[src/rtl/swaa_ram.sv]
`default_nettype none
module swaa_ram #(
  parameter int WIDTH = 8,
  parameter int DEPTH = 16
) (
  input  wire logic                     clk,
  input  wire logic                     we,
  input  wire logic [$clog2(DEPTH)-1:0] waddr,
  input  wire logic [WIDTH-1:0]         wdata,
  input  wire logic [$clog2(DEPTH)-1:0] raddr,
  output logic      [WIDTH-1:0]         rdata
);
  logic [WIDTH-1:0] mem [DEPTH];

  always_ff @(posedge clk) begin
    if (we) begin
      mem[waddr] <= wdata;
    end
    rdata <= mem[raddr];
  end
endmodule
`default_nettype wire

[config.mk]
export PLATFORM = sky130hd
export DESIGN_NAME = swaa_ram
export DESIGN_NICKNAME = d
export VERILOG_FILES = /design/src/rtl/swaa_ram.sv
export SDC_FILE = /design/constraint.sdc
export NUM_CORES = 1
export LEC_CHECK = 0
export BUFFER_PORTS_ARGS = -buffer_cell sky130_fd_sc_hd__buf_2
export CORE_ASPECT_RATIO = 0.9
export CORE_UTILIZATION = 45
export CTS_CLUSTER_DIAMETER = 30
export DETAILED_ROUTE_END_ITERATION = 8
export PLACE_DENSITY_LB_ADDON = 0.2
export SYNTH_ARGS = -nofsm -noshare
export SYNTH_HDL_FRONTEND = slang
export SYNTH_SLANG_ARGS = --single-unit
[constraint.sdc]
create_clock -name clk -period 1.87 [get_ports clk]
set_clock_uncertainty 0.2 [all_clocks]
set_input_delay 0.0935 -clock clk [delete_from_list [all_inputs] [get_ports clk]]
set_output_delay 0.0935 -clock clk [all_outputs]
set_load 0.01 [all_outputs]
==> reports/metrics.csv, run 1 <==
stage,metric,value,unit
yosys,largest family of logic cells by synthesized area,multiplexers,
pwr,combinational power share,0.045,
setup_path,worst-path fanout max,1,
yosys,post-synthesis simple-gate area fraction,0.0318,
clocking,post-CTS setup buffer count,0,
detailed_routing,DRT iter0 DRCs,127,
yosys,"Primary FF master, synth",edfxtp_1,
floorplan,Die H,103,µm
setup_path,Worst EP required,1.96,ns
detailed_routing,drc violations,0,
setup_path,worst path cell trace,"mux4_1, a22oi_1, nand2_1",
timing,final period utilization,0.876,
yosys,area share of the largest cell type after synthesis,0.747,
clocking,CTS Buf Count,17,
timing,fin worst setup slack,0.232,ns
yosys,top-count cell post-synth,edfxtp_1,
detailed_routing,vias,2392,
setup_path,CP Buf/Inv Count,0,
clocking,Clock Latency Late Sink,0.41,ns
timing,slew margin rel.,0.737,
clocking,clk sinks,136,
yosys,adder-cell share of the synthesized area,0,
worst_hold_path,Hold Path Class,input port to register,
setup_path,CP top delay family,multiplexers,
layout,# diodes,0,
placed_design,pre-CTS WS,0.134,ns
pwr,Sw Pwr,1.41,mW
yosys,Post-Syn Instances,229,
layout,net count reported at finish,311,
pwr,Pwr Density,1180,nW/µm²
placed_design,RD Place Congestion,0.707,
timing,Slew Limit Fails,0,
setup_path,Critical Path AT,1.73,ns
yosys,post-synthesis cell type count,19,
placed_design,port bufs,25,
run,number of max-cap violations,0,
layout,sequential cell area,4000,µm²
clocking,H-tree depth,4,
outcome,status,completed,
yosys,YS warnings,0,
pwr,switching part of the total,0.189,
detailed_routing,DRT Pass-1 Iters,4,
floorplan,row cnt,36,
layout,Multi-input gate area,1060,µm²
yosys,synthesized area,5150,µm²
yosys,sequential fraction of the synthesis area,0.778,
yosys,#FFs+latches synth,136,
setup_path,CP max stage cell,mux4_1,
yosys,Mean Syn Cell Area,22.5,µm²
yosys,syn_nets,247,
layout,Fill cells,864,
yosys,mux cell area share after synthesis,0.150,
yosys,post-synthesis xor/xnor area fraction,0,
detailed_routing,Post-DRT Antenna Nets,0,
global_routing,largest net degree at the start of global routing,19,
yosys,Post-synth EDFFs,128,
detailed_routing,Via density,5.22,
setup_path,Worst Setup Start Kind,register,
clocking,clk buf depth,2,
layout,Layout area overhead,22.7,%
pwr,power share of the clock group,0.494,
pwr,peak supply drop,734,µV
yosys,Compound-Gate Fraction of Synth Area,0.0233,
yosys,top cell type by total area after synthesis,edfxtp_1,
pwr,leak pwr,2.17,nW
timing,post-layout min period,1.64,ns
detailed_routing,drt wl/cell,21.2,µm
global_routing,grt ovf,0,
setup_path,delay of the slowest cell on the worst path,0.56,ns
detailed_routing,final WL,9730,µm
timing,Max Freq,0.610,GHz
pwr,Flop pwr share,0.460,
layout,fin util,0.575,
global_routing,vias in the first global route,2475,
clocking,post-CTS sizing,0,
timing,Setup TNS Final,0,ns
floorplan,Initial Utilization,0.468,
layout,fraction of layout cells with a size suffix above 1,0.307,
placed_design,HPWL Detailed,6100,µm
timing,Final setup viols,0,
timing,final hold violations,0,
setup_path,critical path class,register to register,
floorplan,IO Pins,26,
clocking,"Hold-fix buffers, CTS",8,
timing,RSZ-0062 raised after global routing,no,
yosys,synth cell count leaders,"edfxtp_1, mux4_2, a22oi_1, mux4_1, nor2_1",
pwr,P_int,6.05,mW
setup_path,CP Capture Type,register,
global_routing,Total GRT Usage,0.190,
timing,actual slew at the worst max-slew pin,0.394,ns
global_routing,first-pass GRT wire length,15100,µm
global_routing,initial antenna violation count,0,
yosys,asr flop ratio synth,0,
yosys,synth top area cells,"edfxtp_1, mux4_2, mux4_1, dfxtp_1, a22oi_1",
floorplan,Core Region,11000,µm²
clocking,clk root buf,clkbuf_16,
floorplan,Die Width,115,µm
clocking,CTS tree,built,
floorplan,Die Area,11900,µm²
clocking,Clock transition at path regs,0.06,ns
## metrics by stage
step	total power, mW	hold WS, ns	area, µm²	cells
after global routing	7.69	0.0531	6320	458
final	7.45	0.0484	6320	458
after global placement	3.82	0.292	5580	418
after floorplan	3.67	-0.00763	5150	229
after detailed placement	3.83	0.291	5580	418
after CTS	7.50	0.0368	6320	458
## final cells by class
type                            instances  share of cell area
Clock buffer                           18              0.0679
Clock inverter                         14              0.0362
Multi-Input combinational cell         83               0.167
Tap cell                              152              0.0301
Timing Repair Buffer                   55              0.0646
Sequential cell                       136               0.634
## flip-flops by register name, indices dropped and copies added (netlist names)
| name | flops |
|---|---|
| mem | 128 |
| rdata | 8 |
## cell usage in the layout, fill, tap and decap left out
cell type / count
nand2_1: 9
nor2_1: 13
dlygate4sd3_1: 8
clkinvlp_4: 2
nand2b_1: 2
clkinv_1: 3
clkinv_2: 1
mux4_1: 14
nand3b_1: 2
clkbuf_1: 1
dfxtp_1: 8
clkinv_4: 2
or3b_2: 1
buf_12: 3
mux4_2: 18
bufinv_16: 6
edfxtp_1: 128
clkbuf_16: 17
buf_4: 19
and2b_1: 1
nand3_1: 1
and2_1: 1
nor2b_1: 1
nor3_1: 4
a22oi_1: 16
buf_2: 25
## logic make-up after synthesis
family | after synthesis
flip-flops | 136
buffers and inverters | 10
multiplexers | 32
AO/OA/AOI/OAI | 16
AND/OR/NAND/NOR | 35
## worst paths after layout
check,start,to,slack (ns),cells past startpoint
worst max-delay path,mem[9][1],rdata[1],0.23,3
worst min-delay path,waddr[0],mem[8][0],0.05,3
worst max register to register,mem[9][1],rdata[1],0.23,3
worst min register to register,mem[15][0],rdata[0],0.47,3
## worst reg2reg max path: cells and delay by family (launching register included)
| kind | cells | cell delay (ns) |
|---|---|---|
| multiplexers | 1 | 0.56 |
| AO/OA/AOI/OAI | 1 | 0.32 |
| AND/OR/NAND/NOR | 1 | 0.08 |
| flip-flops | 1 | 0.36 |
## routing by layer
| metal | vias up | global-route usage | part of all wire |
|---|---|---|---|
| met5 | - | 0 | 0 |
| met4 | 0 | 0.0649 | 0.011 |
| met3 | 12 | 0.0723 | 0.055 |
| met2 | 54 | 0.290 | 0.47 |
| met1 | 1227 | 0.254 | 0.46 |
| li1 | 1099 | - | - |
## power groups by stage
stage	Clock, mW	Combinational [mW]	Sequential, mW
6_report	3.69	0.339	3.43
5_1_grt	3.88	0.373	3.44
4_1_cts	3.72	0.348	3.43
3_5_place_dp	0	0.333	3.49
3_3_place_gp	0	0.327	3.49
2_1_floorplan	0	0.173	3.50
Note: power is estimated with default switching activity, not from simulation.
==> inputs of run 2 (changes only) <==
--- a/config.mk
+++ b/config.mk
@@ -10,7 +10,7 @@
 export CORE_UTILIZATION = 45
 export CTS_CLUSTER_DIAMETER = 30
 export DETAILED_ROUTE_END_ITERATION = 8
-export PLACE_DENSITY_LB_ADDON = 0.2
+export PLACE_DENSITY_LB_ADDON = 0.3
 export SYNTH_ARGS = -nofsm -noshare
 export SYNTH_HDL_FRONTEND = slang
 export SYNTH_SLANG_ARGS = --single-unit
==> run 2 against run 1 <==
Non-clock buffer count is 1 lower. Final area is 1.5% lower. Utilization is 0.84 points lower. First-iteration DRC count is 93% higher. Routed wire length is 0.32% lower. Flip-flop and latch count stayed put. Critical path type unchanged. Critical endpoint is now rdata[6]. Highest routed layer unchanged.
==> reports/metrics.csv, run 2 (synthesized netlist as in run 1, its figures left out) <==
stage,metric,value,unit,change
floorplan,Die Width,115,µm,unchanged
timing,Final setup viols,0,,unchanged
timing,slew margin rel.,0.738,,about the same
global_routing,GRT met2 Usage,0.266,,-0.0233
layout,# diodes,0,,unchanged
clocking,CTS tree,built,,
layout,net count reported at finish,310,,-0.32%
floorplan,row cnt,36,,unchanged
global_routing,gr busiest metal,met2,,
placed_design,port bufs,25,,unchanged
placed_design,RD Place Congestion,0.741,,+4.8%
pwr,combinational power share,0.048,,+0.003
layout,most frequent cells in the layout,"edfxtp_1, buf_2, buf_4",,
floorplan,Core Region,11000,µm²,unchanged
run,number of max-cap violations,0,,unchanged
detailed_routing,vias,2458,,+2.8%
timing,fin worst setup slack,0.317,ns,+0.0850 ns
clocking,Clock Latency Late Sink,0.40,ns,about the same
clocking,post-CTS setup buffer count,0,,unchanged
clocking,clk sinks,136,,unchanged
timing,post-layout min period,1.55,ns,-0.0850 ns
detailed_routing,Via density,5.39,,+3.2%
setup_path,critical path class,register to register,,
layout,Fill cells,837,,-3.1%
clocking,clk buf depth,2,,unchanged
placed_design,HPWL Detailed,6200,µm,+1.7%
layout,fraction of layout cells with a size suffix above 1,0.309,,+0.00202
clocking,CTS Buf Count,17,,unchanged
global_routing,grt ovf,0,,unchanged
timing,Max Freq,0.644,GHz,+5.5%
global_routing,GRT met1 Usage,0.263,,+0.00852
worst_hold_path,Hold Path Class,input port to register,,
detailed_routing,DRT iter0 DRCs,245,,+93%
setup_path,Critical Path AT,1.63,ns,-0.10 ns
global_routing,vias in the first global route,2408,,-2.7%
outcome,status,completed,,
pwr,Tot Pwr,7.01,mW,-6.0%
timing,actual slew at the worst max-slew pin,0.394,ns,-0.000225 ns
layout,largest registers,"mem x128, rdata x8",,
timing,Setup TNS Final,0,ns,unchanged
pwr,leak pwr,2.12,nW,-2.2%
detailed_routing,Post-DRT Antenna Nets,0,,unchanged
floorplan,IO Pins,26,,unchanged
global_routing,GRT met3 Usage,0.0519,,-0.0204
global_routing,Total GRT Usage,0.181,,-0.00878
setup_path,Worst Setup Start Kind,register,,
pwr,Sw Pwr,1.37,mW,-2.6%
timing,RSZ-0062 raised after global routing,no,,
clocking,Clock transition at path regs,0.06,ns,about the same
pwr,power share of the clock group,0.462,,-0.032
global_routing,initial antenna violation count,0,,unchanged
layout,"commonest non-fill, non-tap cell in the layout",edfxtp_1,,
layout,Largest Register,mem,,
setup_path,CP Capture Type,register,,
global_routing,first-pass GRT wire length,14400,µm,-4.6%
layout,max reg flops,128,,unchanged
clocking,clk root buf,clkbuf_16,,
clocking,H-tree depth,4,,unchanged
placed_design,pre-CTS WS,0.136,ns,+0.00221 ns
detailed_routing,drc violations,0,,unchanged
timing,final period utilization,0.831,,-0.0454
detailed_routing,final WL,9700,µm,-0.32%
floorplan,Die Area,11900,µm²,unchanged
setup_path,worst-path fanout max,1,,unchanged
pwr,P_int,5.64,mW,-6.8%
layout,Layout area overhead,20.9,%,
floorplan,Die H,103,µm,unchanged
pwr,Pwr Density,1130,nW/µm²,-4.6%
detailed_routing,drt wl/cell,21.3,µm,+0.12%
detailed_routing,DRT Pass-1 Iters,4,,unchanged
setup_path,Worst EP required,1.94,ns,-0.02 ns
floorplan,Initial Utilization,0.468,,unchanged
timing,final hold violations,0,,unchanged
timing,Slew Limit Fails,0,,unchanged
pwr,switching part of the total,0.195,,+0.00684
global_routing,largest net degree at the start of global routing,33,,+14
pwr,peak supply drop,599,µV,-18%
pwr,Flop pwr share,0.489,,+0.029
==> run 2: timing repair <==
action | in CTS | in global routing
gates resized for setup | 0 | 0
hold buffers | 8 | 0
hold endpoints to repair | 128 | 0
==> run 2: critical path: stages (launching register included) <==
cell and delay (ns):
edfxtp_1 0.35, mux4_2 0.48, a22oi_1 0.28, nand2_1 0.12
==> run 2: routing by layer <==
layer	share of wire	routed length (µm)
met1	0.45	4340
met2	0.47	4510
met3	0.078	759
met4	0.0091	88
met5	0	0
==> run 2: stage by stage <==
| stage | std cells | hold WS, ns | cell area, µm² | util |
|---|---|---|---|---|
| finish | 456 | 0.0446 | 6220 | 0.566 |
| global placement | 417 | 0.283 | 5560 | 0.506 |
| global route | 456 | 0.0487 | 6220 | 0.566 |
| floorplan | 229 | -0.00763 | 5150 | - |
| detailed placement | 417 | 0.290 | 5560 | 0.506 |
| CTS | 456 | 0.0317 | 6220 | 0.566 |
==> run 2: final cells by class <==
class / instances / area (µm²) / area share
sequential: 136 / 4000 / 0.643
multi-input combinational: 83 / 1060 / 0.170
clock buffer: 18 / 429 / 0.0689
timing repair buffer: 54 / 388 / 0.0623
tap: 152 / 190 / 0.0306
clock inverter: 13 / 156 / 0.0251
==> run 2: worst paths after layout <==
path | start | to | slack, ns | cells past startpoint
hold reg to reg | mem[15][2] | rdata[2] | 0.49 | 3
setup reg to reg | mem[11][6] | rdata[6] | 0.32 | 3
hold / removal | waddr[0] | mem[0][0] | 0.04 | 3
setup / recovery | mem[11][6] | rdata[6] | 0.32 | 3
==> run 2: power by group through the flow <==
stage / registers (mW) / clock network [mW] / logic, mW
floorplan: 3.50 / 0 / 0.173
global placement: 3.49 / 0 / 0.323
detailed placement: 3.49 / 0 / 0.329
CTS: 3.43 / 3.28 / 0.343
global route: 3.43 / 3.40 / 0.367
finish: 3.43 / 3.24 / 0.339
==> inputs of run 3 (changes only) <==
==> constraint.sdc (replaced) <==
create_clock -name clk -period 1.3 [get_ports clk]
set_clock_uncertainty 0.2 [all_clocks]
set_input_delay 0.065 -clock clk [delete_from_list [all_inputs] [get_ports clk]]
set_output_delay 0.065 -clock clk [all_outputs]
set_load 0.01 [all_outputs]
==> run 3 against run 2 <==
Sequential share of layout area down 2.7 points. Combinational power is 66% higher. Flip-flop and latch count stayed put. The run now ends with setup timing left. First-iteration DRC count down 4.9%. Highest routed layer unchanged.
==> reports/metrics.csv, run 3 (synthesized netlist as in run 1, its figures left out) <==
stage,metric,value,unit,change
outcome,status,"complete, but fails checks",,
outcome,failing checks,setup timing,,
layout,"commonest non-fill, non-tap cell in the layout",edfxtp_1,,
clocking,clk buf depth,2,,unchanged
timing,RSZ-0062 raised after global routing,yes,,
global_routing,vias in the first global route,2616,,+8.6%
floorplan,row cnt,36,,unchanged
global_routing,largest net degree at the start of global routing,21,,-36%
worst_hold_path,hold wc startpoint,raddr[2],,
layout,Fill cells,823,,-1.7%
timing,post-layout min period,1.49,ns,-0.0643 ns
pwr,power share of the clock group,0.477,,+0.015
setup_path,critical path class,register to register,,
pwr,peak supply drop,991,µV,+66%
timing,Max Freq,0.672,GHz,+4.3%
setup_path,CP max stage cell,mux4_2,,
timing,hold_ws,0.0595,ns,+0.0149 ns
setup_path,delay of the slowest cell on the worst path,0.53,ns,+0.05 ns
pwr,leak pwr,2.25,nW,+5.8%
layout,fin util,0.591,,+0.0249
pwr,Sw Pwr,2.22,mW,+62%
detailed_routing,drt wl/cell,21.0,µm,-1.5%
setup_path,Worst Setup SP,mem[3][3],,
timing,Slew Limit Fails,0,,unchanged
timing,fin worst setup slack,-0.189,ns,-0.506 ns
timing,final hold violations,0,,unchanged
detailed_routing,DRT Pass-1 Iters,4,,unchanged
detailed_routing,final WL,10100,µm,+4.4%
detailed_routing,Via density,5.30,,-1.7%
setup_path,Critical Path AT,1.60,ns,-0.03 ns
layout,most frequent cells in the layout,"edfxtp_1, buf_4, mux4_2",,
placed_design,placed insts,443,,+6.2%
floorplan,Initial Utilization,0.468,,unchanged
layout,# diodes,0,,unchanged
setup_path,Worst Setup Start Kind,register,,
pwr,combinational power share,0.054,,+0.006
setup_path,worst-path fanout max,1,,unchanged
timing,slew margin rel.,0.404,,-0.333
pwr,Pwr Density,1620,nW/µm²,+44%
placed_design,pre-CTS WS,-0.456,ns,-0.593 ns
clocking,clk sinks,136,,unchanged
setup_path,CP Capture Type,register,,
pwr,Tot Pwr,10.5,mW,+50%
floorplan,Die Area,11900,µm²,unchanged
placed_design,port bufs,25,,unchanged
setup_path,Worst EP required,1.41,ns,-0.53 ns
pwr,P_int,8.30,mW,+47%
detailed_routing,DRT iter0 DRCs,233,,-4.9%
floorplan,Core Region,11000,µm²,unchanged
pwr,Flop pwr share,0.470,,-0.019
layout,max reg flops,128,,unchanged
layout,Largest Register,mem,,
global_routing,grt ovf,0,,unchanged
clocking,clk root buf,clkbuf_16,,
clocking,CTS tree,built,,
timing,final period utilization,1.15,,+0.315
layout,largest registers,"mem x128, rdata x8",,
worst_hold_path,hold path depth,4,,+1
clocking,H-tree depth,4,,unchanged
worst_hold_path,Hold Path Class,input port to register,,
setup_path,Reg2Reg Depth,3,,unchanged
floorplan,Die H,103,µm,unchanged
pwr,switching part of the total,0.211,,+0.0153
layout,net count reported at finish,336,,+8.4%
timing,actual slew at the worst max-slew pin,0.890,ns,+0.497 ns
clocking,Clock Latency Late Sink,0.41,ns,about the same
global_routing,first-pass GRT wire length,15300,µm,+6.1%
floorplan,Die Width,115,µm,unchanged
layout,post-route insts no fill,483,,+5.9%
global_routing,Total GRT Usage,0.193,,+0.0115
detailed_routing,Post-DRT Antenna Nets,0,,unchanged
placed_design,RD Place Congestion,0.720,,-2.8%
detailed_routing,vias,2558,,+4.1%
clocking,post-CTS setup buffer count,0,,unchanged
placed_design,HPWL Detailed,6870,µm,+11%
timing,Final setup viols,8,,+8
floorplan,IO Pins,26,,unchanged
clocking,CTS Buf Count,17,,unchanged
layout,Layout area overhead,26.3,%,
run,number of max-cap violations,0,,unchanged
setup_path,reg2reg start,mem[3][3],,
setup_path,worst path cell trace,"mux4_2, a22oi_2, nand2_1",,
global_routing,initial antenna violation count,0,,unchanged
layout,fraction of layout cells with a size suffix above 1,0.450,,+0.141
clocking,Clock transition at path regs,0.07,ns,about the same
detailed_routing,drc violations,0,,unchanged
[run 3: power groups by stage]
stage	clock [mW]	sequential, mW	combinational [mW]
after floorplan	0	5.03	0.275
after global placement	0	5.02	0.526
after detailed placement	0	5.03	0.534
after CTS	5.09	4.94	0.569
after global routing	5.27	4.94	0.611
final	5.01	4.94	0.564
[run 3: area by class of cell]
type,count,area (µm²),area share
clock buffers,18,439,0.0676
clock inverters,14,186,0.0287
multi-input cells,83,1080,0.167
flip-flops and latches,136,4000,0.616
well taps,152,190,0.0293
repair buffers,80,596,0.0916
[run 3: routing by layer]
metal	routed length, µm	track usage	vias up
li1	-	-	1142
met1	4470	0.263	1307
met2	4750	0.289	91
met3	659	0.0530	18
met4	245	0.0969	0
met5	0	0	-
[run 3: metrics by stage]
stage	setup TNS, ns	cell area, µm²
global placement	-14.44	5760
detailed placement	-16.09	5760
global route	-1.63	6500
finish	-1.24	6500
floorplan	-0.805	5170
CTS	-1.21	6490
[run 3: final timing paths]
| path | to | slack, ns |
|---|---|---|
| min reg2reg | rdata[2] | 0.48 |
| max | rdata[3] | -0.19 |
| min | rdata[3] | 0.06 |
| max reg2reg | rdata[3] | -0.19 |
[run 3: repair_timing]
item / 4_1_cts / 5_1_grt
hold buffers: 8 / 0
setup endpoints to repair: 8 / 8
endpoints found under the hold margin: 128 / 0
pin swaps: 3 / 2
gates resized for setup: 6 / 1
[run 3: critical path: cells and delay by family, from the launching register on]
family / cells / cell delay (ns)
DFF: 1 / 0.36
AOI/OAI and AO/OA: 1 / 0.23
and+or+nand+nor: 1 / 0.06
muxes: 1 / 0.53
