$ cat config.mk
export PLATFORM = sky130hd
export DESIGN_NAME = swaa_div
export DESIGN_NICKNAME = d
export VERILOG_FILES = /design/src/rtl/swaa_pkg.sv /design/src/rtl/swaa_div.sv
export SDC_FILE = /design/constraint.sdc
export NUM_CORES = 1
export LEC_CHECK = 0
export BUFFER_PORTS_ARGS = -buffer_cell sky130_fd_sc_hd__buf_2
export CAP_MARGIN = 20
export CORE_MARGIN = 2
export CORE_UTILIZATION = 40
export CTS_CLUSTER_SIZE = 25
export DETAILED_ROUTE_END_ITERATION = 12
export SETUP_SLACK_MARGIN = 0.2
export SLEW_MARGIN = 20
export SYNTH_ARGS = -nofsm -noshare
export SYNTH_HDL_FRONTEND = slang
export SYNTH_SLANG_ARGS = --single-unit
$ cat constraint.sdc
create_clock -name clk -period 19.9 [get_ports clk]
set_input_delay 0 -clock clk [delete_from_list [all_inputs] [get_ports clk]]
set_output_delay 0 -clock clk [all_outputs]
set_load 0.05 [all_outputs]
$ cat src/rtl/swaa_pkg.sv
`default_nettype none
package swaa_pkg;

  // Sizing
  localparam int QUEUE_DEPTH = 1024;
  localparam int ANTENNAS    = 4;
  localparam int CHANNELS    = 64;
  localparam int SUBBANDS    = 16;

  localparam int QW    = $clog2(QUEUE_DEPTH);
  localparam int QCW   = $clog2(QUEUE_DEPTH + 1);
  localparam int CH_N  = ANTENNAS * CHANNELS;
  localparam int SB_N  = ANTENNAS * SUBBANDS;
  localparam int CI_W  = (CH_N > 1) ? $clog2(CH_N) : 1;
  localparam int SI_W  = (SB_N > 1) ? $clog2(SB_N) : 1;
  localparam int SB_W  = (SUBBANDS > 1) ? $clog2(SUBBANDS) : 1;

  // Field widths
  localparam int MODE_W = 2;
  localparam int NOW_W  = 32;
  localparam int ANT_W  = 2;
  localparam int CHAN_W = 6;
  localparam int SUB_W  = 4;
  localparam int AIR_W  = 24;
  localparam int STAT_W = 2;
  localparam int DUTY_W = 17;
  localparam int WIN_W  = 16;
  localparam int SUM_W  = 64;
  localparam int EXP_W  = NOW_W + 1;
  localparam int DEN_W  = WIN_W + 4;
  localparam int LIM_W  = DEN_W + DUTY_W;

  localparam logic [WIN_W-1:0]  DEFAULT_WINDOW = WIN_W'(3600);
  localparam logic [DUTY_W-1:0] DUTY_MAX       = DUTY_W'(100000);

  // Request modes
  localparam logic [MODE_W-1:0] MODE_REC_UP = 2'd0;
  localparam logic [MODE_W-1:0] MODE_REC_DN = 2'd1;
  localparam logic [MODE_W-1:0] MODE_EXPIRE = 2'd2;
  localparam logic [MODE_W-1:0] MODE_QUERY  = 2'd3;

  // Result status
  localparam logic [STAT_W-1:0] ST_OK      = 2'd0;
  localparam logic [STAT_W-1:0] ST_UNBOUND = 2'd1;
  localparam logic [STAT_W-1:0] ST_FULL    = 2'd2;
  localparam logic [STAT_W-1:0] ST_BADIDX  = 2'd3;

  typedef struct packed {
    logic [EXP_W-1:0]  expiry;
    logic [AIR_W-1:0]  air;
    logic [ANT_W-1:0]  ant;
    logic [CHAN_W-1:0] chan;
  } qent_t;

  typedef struct packed {
    logic [SB_W-1:0]  sub;
    logic [SUM_W-1:0] up;
    logic [SUM_W-1:0] down;
  } chent_t;

  typedef struct packed {
    logic [SUM_W-1:0] up;
    logic [SUM_W-1:0] down;
  } sbent_t;

endpackage
`default_nettype wire

$ cat src/rtl/swaa_div.sv
`default_nettype none
// Duty divider: quo = min(sum / den, DUTY_MAX), restoring, one quotient bit a cycle
module swaa_div import swaa_pkg::*; (
  input  wire logic              clk,
  input  wire logic              rst_n,
  input  wire logic              start,
  input  wire logic [SUM_W-1:0]  sum,
  input  wire logic [DEN_W-1:0]  den,
  output logic                   done,
  output logic      [DUTY_W-1:0] quo
);
  localparam int BIT_W = $clog2(DUTY_W);

  typedef enum logic [1:0] {D_IDLE, D_LIM, D_CHK, D_RUN} dstate_t;

  dstate_t           state_r;
  logic [SUM_W-1:0]  num_r;
  logic [DEN_W-1:0]  den_r;
  logic [LIM_W-1:0]  lim_r;
  logic [LIM_W-1:0]  rem_r;
  logic [LIM_W-1:0]  dsh_r;
  logic [BIT_W-1:0]  bit_r;
  logic [DUTY_W-1:0] quo_r;
  logic              done_r;

  assign done = done_r;
  assign quo  = quo_r;

  always_ff @(posedge clk) begin
    if (!rst_n) begin
      state_r <= D_IDLE;
      done_r  <= 1'b0;
    end else begin
      done_r <= 1'b0;
      unique case (state_r)
        D_IDLE: begin
          if (start) begin
            num_r   <= sum;
            den_r   <= den;
            state_r <= D_LIM;
          end
        end
        // smallest sum that would exceed the duty ceiling
        D_LIM: begin
          lim_r   <= LIM_W'(den_r) * LIM_W'(DUTY_MAX + DUTY_W'(1));
          state_r <= D_CHK;
        end
        D_CHK: begin
          if (num_r >= SUM_W'(lim_r)) begin
            quo_r   <= DUTY_MAX;
            done_r  <= 1'b1;
            state_r <= D_IDLE;
          end else begin
            rem_r   <= num_r[LIM_W-1:0];
            dsh_r   <= LIM_W'(den_r) << (DUTY_W - 1);
            bit_r   <= BIT_W'(DUTY_W - 1);
            quo_r   <= '0;
            state_r <= D_RUN;
          end
        end
        D_RUN: begin
          if (rem_r >= dsh_r) begin
            rem_r        <= rem_r - dsh_r;
            quo_r[bit_r] <= 1'b1;
          end
          dsh_r <= dsh_r >> 1;
          bit_r <= bit_r - BIT_W'(1);
          if (bit_r == '0) begin
            done_r  <= 1'b1;
            state_r <= D_IDLE;
          end
        end
        default: state_r <= D_IDLE;
      endcase
    end
  end
endmodule
`default_nettype wire

==> out/results.txt, run 1 <==
Status -> finished clean
Setup Crit Path Kind -> reg -> reg
CP peak stage delay -> 0.61 ns
Int Pwr -> 1150 uW
Total GRT Usage -> 0.185
FFs w/ async S/R, synth -> 0
DRC -> 0
Ant diodes -> 0
CTS root buffer -> clkbuf_16
Pleak -> 0.00841 uW
Vias/cell -> 4.97
Syn_nets -> 1798
Post-Route WL -> 37100 um
Max Cap Viol -> 0
Flop pwr share -> 0.324
Cell breakdown of the critical path -> ha_1 > ha_1 > inv_1 > fa_1 > inv_1 > ha_1 > fa_1 > inv_1 > fa_1 > inv_1 > ha_1 > a211o_1 > a211oi_1 > o21ai_1 > o31ai_1 > o31ai_1 > a21oi_1 > mux2i_1 > nand4_1
Die footprint -> 0.0405 mm^2
Flip-flop and latch area -> 0.00655 mm^2
TritonCTS clock tree -> yes
TritonCTS Sinks -> 219
Vias in the first global route -> 11100
Setup_tns -> 0 ns
Normalized max-slew margin -> 0.316
Clock power frac -> 0.251
Die Ht -> 201 um
Hold_ws -> 0.136 ns
Fillers -> 3608
Clock Latency Late Sink -> 0.57 ns
Placer Congestion -> 0.870
Nets -> 2001
Vias -> 10600
EDFF count, synth -> 216
FMAX -> 0.166 GHz
WL/cell -> 17.4 um
Finish-stage setup viols -> 0
Combinational fraction of design power -> 0.424
DR iter-0 viols -> 463
I/O pin count -> 105
Initial antenna violation count -> 0
Syn Inst Count -> 1392
Pin count of the biggest net entering global routing -> 99
Sw Share -> 0.358
Final hold violation count -> 0
Min-delay worst type -> in -> reg
Crit. End Element -> flop
Synth Warn # -> 0
Area occupied by multi-input gates -> 0.00813 mm^2
RSZ-0062 raised after global routing -> false
Min cycle time layout -> 6.01 ns
Setup Skew -> 0.0358 ns
Layout cells sized above 1 -> 0.100
Post-Syn Area -> 0.0156 mm^2
Net Sw Power -> 642 uW
Clk slew on worst S/H paths -> 0.06 ns
Die width -> 201 um
Area growth from synthesis to layout -> 18.1%
Post-layout util -> 0.477
Final ANT Viol Nets -> 0
GRT overflow -> 0
Library cells used by synthesis -> 58
Row count -> 72
CP arrival -> 6.28 ns
First-pass GRT wire length -> 59000 um
Port-buffer cells -> 104
Core region area -> 0.0386 mm^2
CP required -> 20.17 ns
Max Root-Sink Buffers -> 3
Num CTS Buffers -> 26
Pwr dens -> 97.6 mW/mm^2
Syn Area/Cell -> 11.2 um^2
Worst path slowest cell -> o31ai_1
Most used DFF post-synth -> edfxtp_1
Sequential element share of the synthesized area -> 0.421
CP max FO -> 6
Startpoint Class -> flop
Maximum vdd drop -> 0.0000701 V
DRT Pass-1 Iters -> 6
Yosys reg bits -> 219
Placed wire-length estimate -> 28600 um
Max-slew violations -> 0
Final Cycle Share -> 0.302
Worst-Margin Slew -> 1.03 ns
Initial Util -> 0.404
Clock H-tree levels -> 1
-- synth_stat cells, types with 4 or more instances --
cell / instances / area [um^2]
o31a_1: 4 / 35.0
nand4_1: 15 / 93.8
ha_1: 247 / 3090
fa_1: 72 / 1440
o31ai_1: 6 / 45.0
a211o_1: 8 / 70.1
nand2b_1: 9 / 56.3
a31oi_1: 6 / 37.5
nor2b_1: 5 / 31.3
o2111ai_1: 4 / 35.0
a21boi_1: 4 / 30.0
clkbuf_1: 17 / 63.8
nand3_1: 23 / 115
nand2_1: 90 / 338
o21ai_1: 26 / 130
or4_1: 4 / 30.0
and2_1: 6 / 37.5
xnor2_1: 44 / 385
xor2_1: 19 / 166
a21oi_1: 81 / 405
o21a_1: 7 / 52.6
o21bai_1: 8 / 60.1
nor2_1: 71 / 267
nor4_1: 8 / 50.1
inv_1: 222 / 833
edfxtp_1: 216 / 6490
a21o_1: 41 / 308
a211oi_1: 5 / 37.5
nor3_1: 12 / 60.1
o21ai_0: 64 / 320
-- cell usage in the layout (no fill, tap or decap), drive strengths merged, types with 35 or more instances in the layout --
master       Yosys  layout
a21o            41      41
ha             247     247
xnor2           44      44
dlygate4sd3      0      85
a21oi           81      81
edfxtp         216     216
nor2            71      71
fa              72      72
buf              3     110
clkbuf          17      35
inv            223     223
nand2           90      90
o21ai           90      90
-- stage by stage --
step / worst slack [ns] / total power (uW) / area [um^2] / std cells
2_1_floorplan: 10.56 / 1150 / 15600 / 1392
3_3_place_gp: 14.00 / 1320 / 16700 / 2000
3_5_place_dp: 13.94 / 1330 / 16700 / 2000
4_1_cts: 13.93 / 1800 / 18400 / 2133
5_1_grt: 13.66 / 1920 / 18400 / 2133
6_report: 13.89 / 1790 / 18400 / 2133
-- state kept, by name (all words and copies together) (netlist names) --
| name | cells |
|---|---|
| num_r | 64 |
| dsh_r | 36 |
| bit_r | 5 |
| rem_r | 37 |
| lim_r | 37 |
| den_r | 20 |
| state_r | 2 |
| done | 1 |
| quo | 17 |
-- power by group through the flow --
stage          logic (uW)  clock network, uW  registers [uW]
6_report              761                451             582
3_5_place_dp          736                  0             592
4_1_cts               757                463             582
2_1_floorplan         562                  0             589
5_1_grt               855                480             584
3_3_place_gp          725                  0             591
-- what timing repair did --
item	CTS	global route
endpoints found under the hold margin	87	0
setup buffers	0	0
hold buffers	85	0
gates resized for setup	0	0
-- area by class of cell --
type	instances	area share
clock buffers	35	0.0383
clock inverters	13	0.00511
inverters	223	0.0455
multi-input cells	930	0.443
flip-flops and latches	219	0.356
well taps	518	0.0353
repair buffers	195	0.0771
-- metal layers --
layer / wire length (um) / track usage
met1: 17700 / 0.251
met2: 17700 / 0.318
met3: 1100 / 0.0222
met4: 643 / 0.0383
met5: 0 / 0
-- final timing paths --
| path | from | end | cells after the start | slack [ns] |
|---|---|---|---|---|
| worst min-delay path | sum[62] | num_r[62] | 2 | 0.14 |
| worst min register to register | dsh_r[12] | dsh_r[11] | 2 | 0.56 |
| worst max-delay path | den_r[8] | lim_r[36] | 19 | 13.89 |
| worst max register to register | den_r[8] | lim_r[36] | 19 | 13.89 |
-- worst max-delay path: cells and delay by family (launching register included) --
family	cells	cell delay, ns
fa+ha+maj	7	2.83
buf+inv	4	0.19
flops	1	0.50
simple gates	1	0.10
compound gates	6	1.93
mux	1	0.21
-- logic make-up after synthesis --
kind of cell | synth area share
multiplexers | 0.00265
XOR/XNOR | 0.0355
AO/OA/AOI/OAI | 0.113
AND/OR/NAND/NOR | 0.0782
buffers and inverters | 0.0586
adder cells (fa/ha/maj) | 0.291
flip-flops | 0.421
Note: power is estimated with default switching activity, not from simulation.
==> inputs of run 2 (changes only) <==
Clock period 19.9 ns to 5.8 ns, I/O delays scaled along.
==> run 2 against run 1 <==
  * Sequential share of layout area down 1.4 points
  * Clock power rose to 3.7 times the previous value
  * Combinational power rose to 4.0 times the previous value
  * Power rose to 3.7 times the previous value
  * Via count up 1.9%
  * Critical path type unchanged
  * Critical endpoint is now lim_r[35]
  * Highest routed layer unchanged
==> out/results.txt, run 2 (same netlist as run 1, synthesis figures left out) <==
Reg2reg setup slack -> 0.37 ns
Layout cells sized above 1 -> 0.151
Initial antenna violation count -> 0
Final hold violation count -> 0
CP arrival -> 5.72 ns
Vias in the first global route -> 11200
DR iter-0 viols -> 458
GRT overflow -> 0
Initial Util -> 0.404
Total GRT Usage -> 0.183
Min-delay worst type -> in -> reg
RR Startpoint -> den_r[11]
TritonCTS clock tree -> yes
CP max FO -> 4
Top reg by flops -> num_r
Commonest non-fill, non-tap cell in the layout -> ha_1
Clock H-tree levels -> 1
Die footprint -> 0.0405 mm^2
CTS root buffer -> clkbuf_16
Setup Crit Path Kind -> reg -> reg
Pleak -> 0.00866 uW
DRT Pass-1 Iters -> 5
I/O pin count -> 105
Pin count of the biggest net entering global routing -> 80
Setup Skew -> 0.0220 ns
Pwr dens -> 352 mW/mm^2
Cell breakdown of the critical path -> buf_6 > ha_4 > ha_4 > fa_1 > inv_1 > fa_1 > inv_1 > fa_1 > inv_1 > fa_1 > inv_1 > ha_4 > inv_1 > nor2_2 > o21bai_1 > a21oi_2 > o21ai_2 > o21ai_2 > a21oi_2 > buf_4 > and4b_1 > or4_4
Maximum vdd drop -> 0.000233 V
Vias -> 10800
Worst path slowest cell -> fa_1
Vias/cell -> 4.96
CP delay by family, top -> adder cells
Normalized max-slew margin -> 0.383
Most frequent cells in the layout -> ha_1 (225), inv_1 (217), edfxtp_1 (216)
Min cycle time layout -> 5.43 ns
Max reg flops -> 64
Clock Latency Late Sink -> 0.57 ns
Worst hold start -> sum[46]
Placed cell count -> 2017
Core region area -> 0.0386 mm^2
Placer Congestion -> 0.878
Hold depth -> 2
Worst-Margin Slew -> 0.926 ns
Port-buffer cells -> 104
Nets -> 2046
CP peak stage delay -> 0.53 ns
TritonCTS Sinks -> 219
Cell mode on critical path -> inv_1
Endpoint of the worst hold path -> num_r[46]
Crit. End Element -> flop
Max Cap Viol -> 0
Clk slew on worst S/H paths -> 0.06 ns
DRC -> 0
Crit path buf inv count -> 7
CP required -> 6.09 ns
Die width -> 201 um
RSZ-0062 raised after global routing -> true
Area growth from synthesis to layout -> 22.8%
Status -> finished clean
R2R cell count -> 22
Setup_tns -> 0 ns
Largest registers -> num_r: 64 flops, lim_r: 37 flops, rem_r: 37 flops
Die Ht -> 201 um
Row count -> 72
Fin cells -> 2178
Final Cycle Share -> 0.936
Placed wire-length estimate -> 28200 um
RR Endpoint -> lim_r[35]
Num CTS Buffers -> 27
Finish-stage setup viols -> 0
Startpoint Class -> flop
Final ANT Viol Nets -> 0
FMAX -> 0.184 GHz
Max-slew violations -> 0
First-pass GRT wire length -> 58900 um
Ant diodes -> 0
WL/cell -> 16.9 um
Max Root-Sink Buffers -> 3
Post-Route WL -> 36900 um
run 2: cell count changes in the layout (fill, tap and decap cells not counted), sizes merged:
| cell | delta |
|---|---|
| clkinvlp | -1 |
| clkinv | +1 |
| bufinv | +3 |
| clkbuf | -4 |
| buf | +44 |
| inv | +2 |
run 2: final cells by class:
type                    count  area [um^2]
clock buffers              31          691
clock inverters            18          198
fillers                  3499        19400
inverters                 223          837
multi-input cells         930         8430
flip-flops and latches    219         6550
well taps                 518          648
repair buffers            239         1760
run 2: stage by stage:
step           cell area, um^2   util  hold WS (ns)  setup slack (ns)  power (uW)
6_report                 19100  0.496         0.141             0.374        6730
5_1_grt                  19100  0.496         0.122             0.174        7210
4_1_cts                  18700  0.485         0.100             0.176        6430
3_5_place_dp             16900  0.437         0.178            0.0176        4610
3_3_place_gp             16900  0.437         0.177             0.130        4580
2_1_floorplan            15600      -        0.0989             0.357        3940
run 2: worst max path at each step:
| stage | start | endpoint | slack (ns) | cells past startpoint |
|---|---|---|---|---|
| CTS | den_r[4] | lim_r[35] | 0.18 | 20 |
| finish | den_r[11] | lim_r[35] | 0.37 | 22 |
| global placement | den_r[8] | lim_r[35] | 0.13 | 17 |
| detailed placement | den_r[8] | lim_r[35] | 0.02 | 17 |
| global route | den_r[11] | lim_r[35] | 0.17 | 22 |
| floorplan | den_r[2] | lim_r[35] | 0.36 | 17 |
run 2: layer usage:
metal,up-vias,part of all wire,track usage,routed length [um]
met1,5184,0.47,0.249,17500
met3,53,0.028,0.0199,1030
li1,5406,-,-,-
met4,0,0.024,0.0470,883
met5,-,0,0,0
met2,155,0.47,0.310,17500
run 2: worst register-to-register path: cells and delay by family (launching register included):
family | cells | cell delay [ns]
adders and majority gates | 7 | 2.76
and+or+nand+nor | 3 | 0.81
AOI/OAI and AO/OA | 5 | 0.55
DFF | 1 | 0.45
buffers and inverters | 7 | 0.57
run 2: report_power, final:
group          total, uW  internal [uW]  switching, uW
registers           1990           1950           37.1
clock network       1690            996            691
logic               3050           1420           1630
total               6730           4370           2360
run 2: what timing repair did:
| item | 4_1_cts | 5_1_grt |
|---|---|---|
| endpoints found under the setup margin | 5 | 7 |
| pin swaps | 1 | 35 |
| endpoints found under the hold margin | 87 | 0 |
| hold buffers | 85 | 0 |
| setup buffers | 12 | 15 |
| gates resized for setup | 5 | 44 |
==> inputs of run 3 (changes only) <==
Settings changed: CORE_ASPECT_RATIO set to 2.
==> run 3 against run 2 <==
  * Maximum frequency decreased by 0.14%
  * Via count is 2.1% higher
  * Clock-buffer cell count down 6
  * Sequential share of layout area fell by 0.11 points
  * Power decreased by 2.8%
  * Sequential power barely moved
  * Routed wire length is 5.1% higher
  * Register-to-register slack is essentially flat
  * First-iteration DRC count is 14% lower
  * Global-route usage up 0.80 points
  * Largest power group unchanged
  * Cell area rose by 0.32%
  * Final cell count is 0.60% higher
==> out/results.txt, run 3 (same netlist as run 1, synthesis figures left out) <==
Status -> finished clean
Final hold violation count -> 0
DRC -> 0
Largest registers -> num_r: 64 flops, lim_r: 37 flops, rem_r: 37 flops
Setup Skew -> 0.0258 ns
CP max FO -> 6
Cell breakdown of the critical path -> buf_4 > ha_4 > ha_1 > inv_1 > fa_1 > inv_1 > fa_1 > fa_1 > inv_1 > fa_1 > inv_1 > ha_2 > a211o_1 > a21oi_2 > o211ai_1 > o21ai_1 > buf_4 > o21ai_2 > a21oi_2 > nor3_1 > or4_1
Clock Latency Late Sink -> 0.53 ns
Fin cells -> 2191
Min-delay worst type -> in -> reg
Global Route met1 Usage -> 0.183
Setup_tns -> 0 ns
Max reg flops -> 64
Startpoint Class -> flop
Initial antenna violation count -> 1
CP peak stage delay -> 0.52 ns
Crit. End Element -> flop
Row count -> 102
Vias/cell -> 5.03
Final ANT Viol Nets -> 0
Initial Util -> 0.404
Post-Route WL -> 38800 um
Pin count of the biggest net entering global routing -> 89
Vias -> 11000
Design Area, Final -> 0.0192 mm^2
Post-layout util -> 0.498
Met3 global-route usage -> 0.0137
Sw Share -> 0.354
Num CTS Buffers -> 23
Port-buffer cells -> 104
Maximum vdd drop -> 0.000225 V
Pleak -> 0.00864 uW
Clock power frac -> 0.213
Total GRT Usage -> 0.191
Placed cell count -> 2036
Combinational fraction of design power -> 0.483
Placer Congestion -> 0.914
Int Pwr -> 4220 uW
Max Cap Viol -> 0
Die footprint -> 0.0406 mm^2
Top reg by flops -> num_r
First-pass GRT wire length -> 59900 um
Flop pwr share -> 0.304
Max-slew violations -> 0
Met2 Track Usage GR -> 0.395
Max Root-Sink Buffers -> 3
Pwr dens -> 341 mW/mm^2
Worst-Margin Slew -> 0.893 ns
Worst path slowest cell -> fa_1
Area occupied by multi-input gates -> 0.00852 mm^2
WL/cell -> 17.7 um
Net Sw Power -> 2310 uW
Nets -> 2062
Core region area -> 0.0385 mm^2
FMAX -> 0.184 GHz
I/O pin count -> 105
CTS root buffer -> clkbuf_16
Vias in the first global route -> 11900
DR iter-0 viols -> 393
RSZ-0062 raised after global routing -> true
Placed wire-length estimate -> 30400 um
TritonCTS Sinks -> 219
Clk slew on worst S/H paths -> 0.06 ns
Clock H-tree levels -> 1
Die Ht -> 283 um
Fillers -> 3540
DRT Pass-1 Iters -> 4
Hold_ws -> 0.170 ns
Area after DPL -> 0.0170 mm^2
GRT overflow -> 0
Setup Crit Path Kind -> reg -> reg
Layout cells sized above 1 -> 0.162
Final Cycle Share -> 0.937
Area growth from synthesis to layout -> 23.2%
CP arrival -> 5.70 ns
Most frequent cells in the layout -> ha_1 (216), edfxtp_1 (216), inv_1 (213)
Flip-flop and latch area -> 0.00655 mm^2
CP required -> 6.06 ns
Normalized max-slew margin -> 0.404
Min cycle time layout -> 5.43 ns
GRT busiest layer -> met2
Finish-stage setup viols -> 0
Die width -> 143 um
TritonCTS clock tree -> yes
## run 3: cell types whose count changed in the layout (fill, tap and decap cells not counted), sizes merged
cell / delta
inv: -3
clkinvlp: +4
clkbuf: -6
clkinv: -3
diode: +1
buf: +20
bufinv: -2
## run 3: repair_timing
item	CTS	global route
hold buffers	85	0
pin swaps	13	39
resized for setup	18	47
endpoints found under the hold margin	86	0
cloned	0	0
endpoints found under the setup margin	5	6
buffers inserted	9	21
## run 3: cell type report
cell class              instances  share of cell area
diodes                          1            0.000130
clock buffers                  25              0.0304
clock inverters                14             0.00535
inverters                     223              0.0438
multi-input cells             930               0.444
flip-flops and latches        219               0.341
well taps                     520              0.0339
repair buffers                259               0.100
## run 3: layer usage
layer / wire length (um) / vias up / part of all wire
li1: - / 5428 / -
met1: 13400 / 5357 / 0.35
met2: 22900 / 167 / 0.59
met3: 845 / 75 / 0.022
met4: 1660 / 0 / 0.043
met5: 0 / - / 0
## run 3: power groups by stage
| stage | combinational (uW) | clock, uW | sequential [uW] |
|---|---|---|---|
| detailed placement | 2700 | 0 | 2030 |
| finish | 3160 | 1390 | 1990 |
| global placement | 2660 | 0 | 2020 |
| CTS | 2930 | 1420 | 1990 |
| global route | 3490 | 1470 | 1990 |
| floorplan | 1930 | 0 | 2010 |
## run 3: metrics by stage
stage	setup slack (ns)	power (uW)
3_3_place_gp	0.0198	4690
4_1_cts	0.201	6340
5_1_grt	0.164	6960
6_report	0.366	6540
3_5_place_dp	0.00210	4730
2_1_floorplan	0.357	3940
## run 3: final timing paths
| check | from | end | slack [ns] | cells after the start |
|---|---|---|---|---|
| max | den_r[10] | lim_r[35] | 0.37 | 21 |
| min reg2reg | dsh_r[7] | dsh_r[6] | 0.57 | 2 |
| max reg2reg | den_r[10] | lim_r[35] | 0.37 | 21 |
| min | sum[34] | num_r[34] | 0.17 | 2 |
## run 3: worst max-delay path: cells and delay by family, from the launching register on
kind,cells,cell delay (ns)
compound gates,6,1.03
fa+ha+maj,7,2.64
simple gates,2,0.56
flops,1,0.36
buf+inv,6,0.54
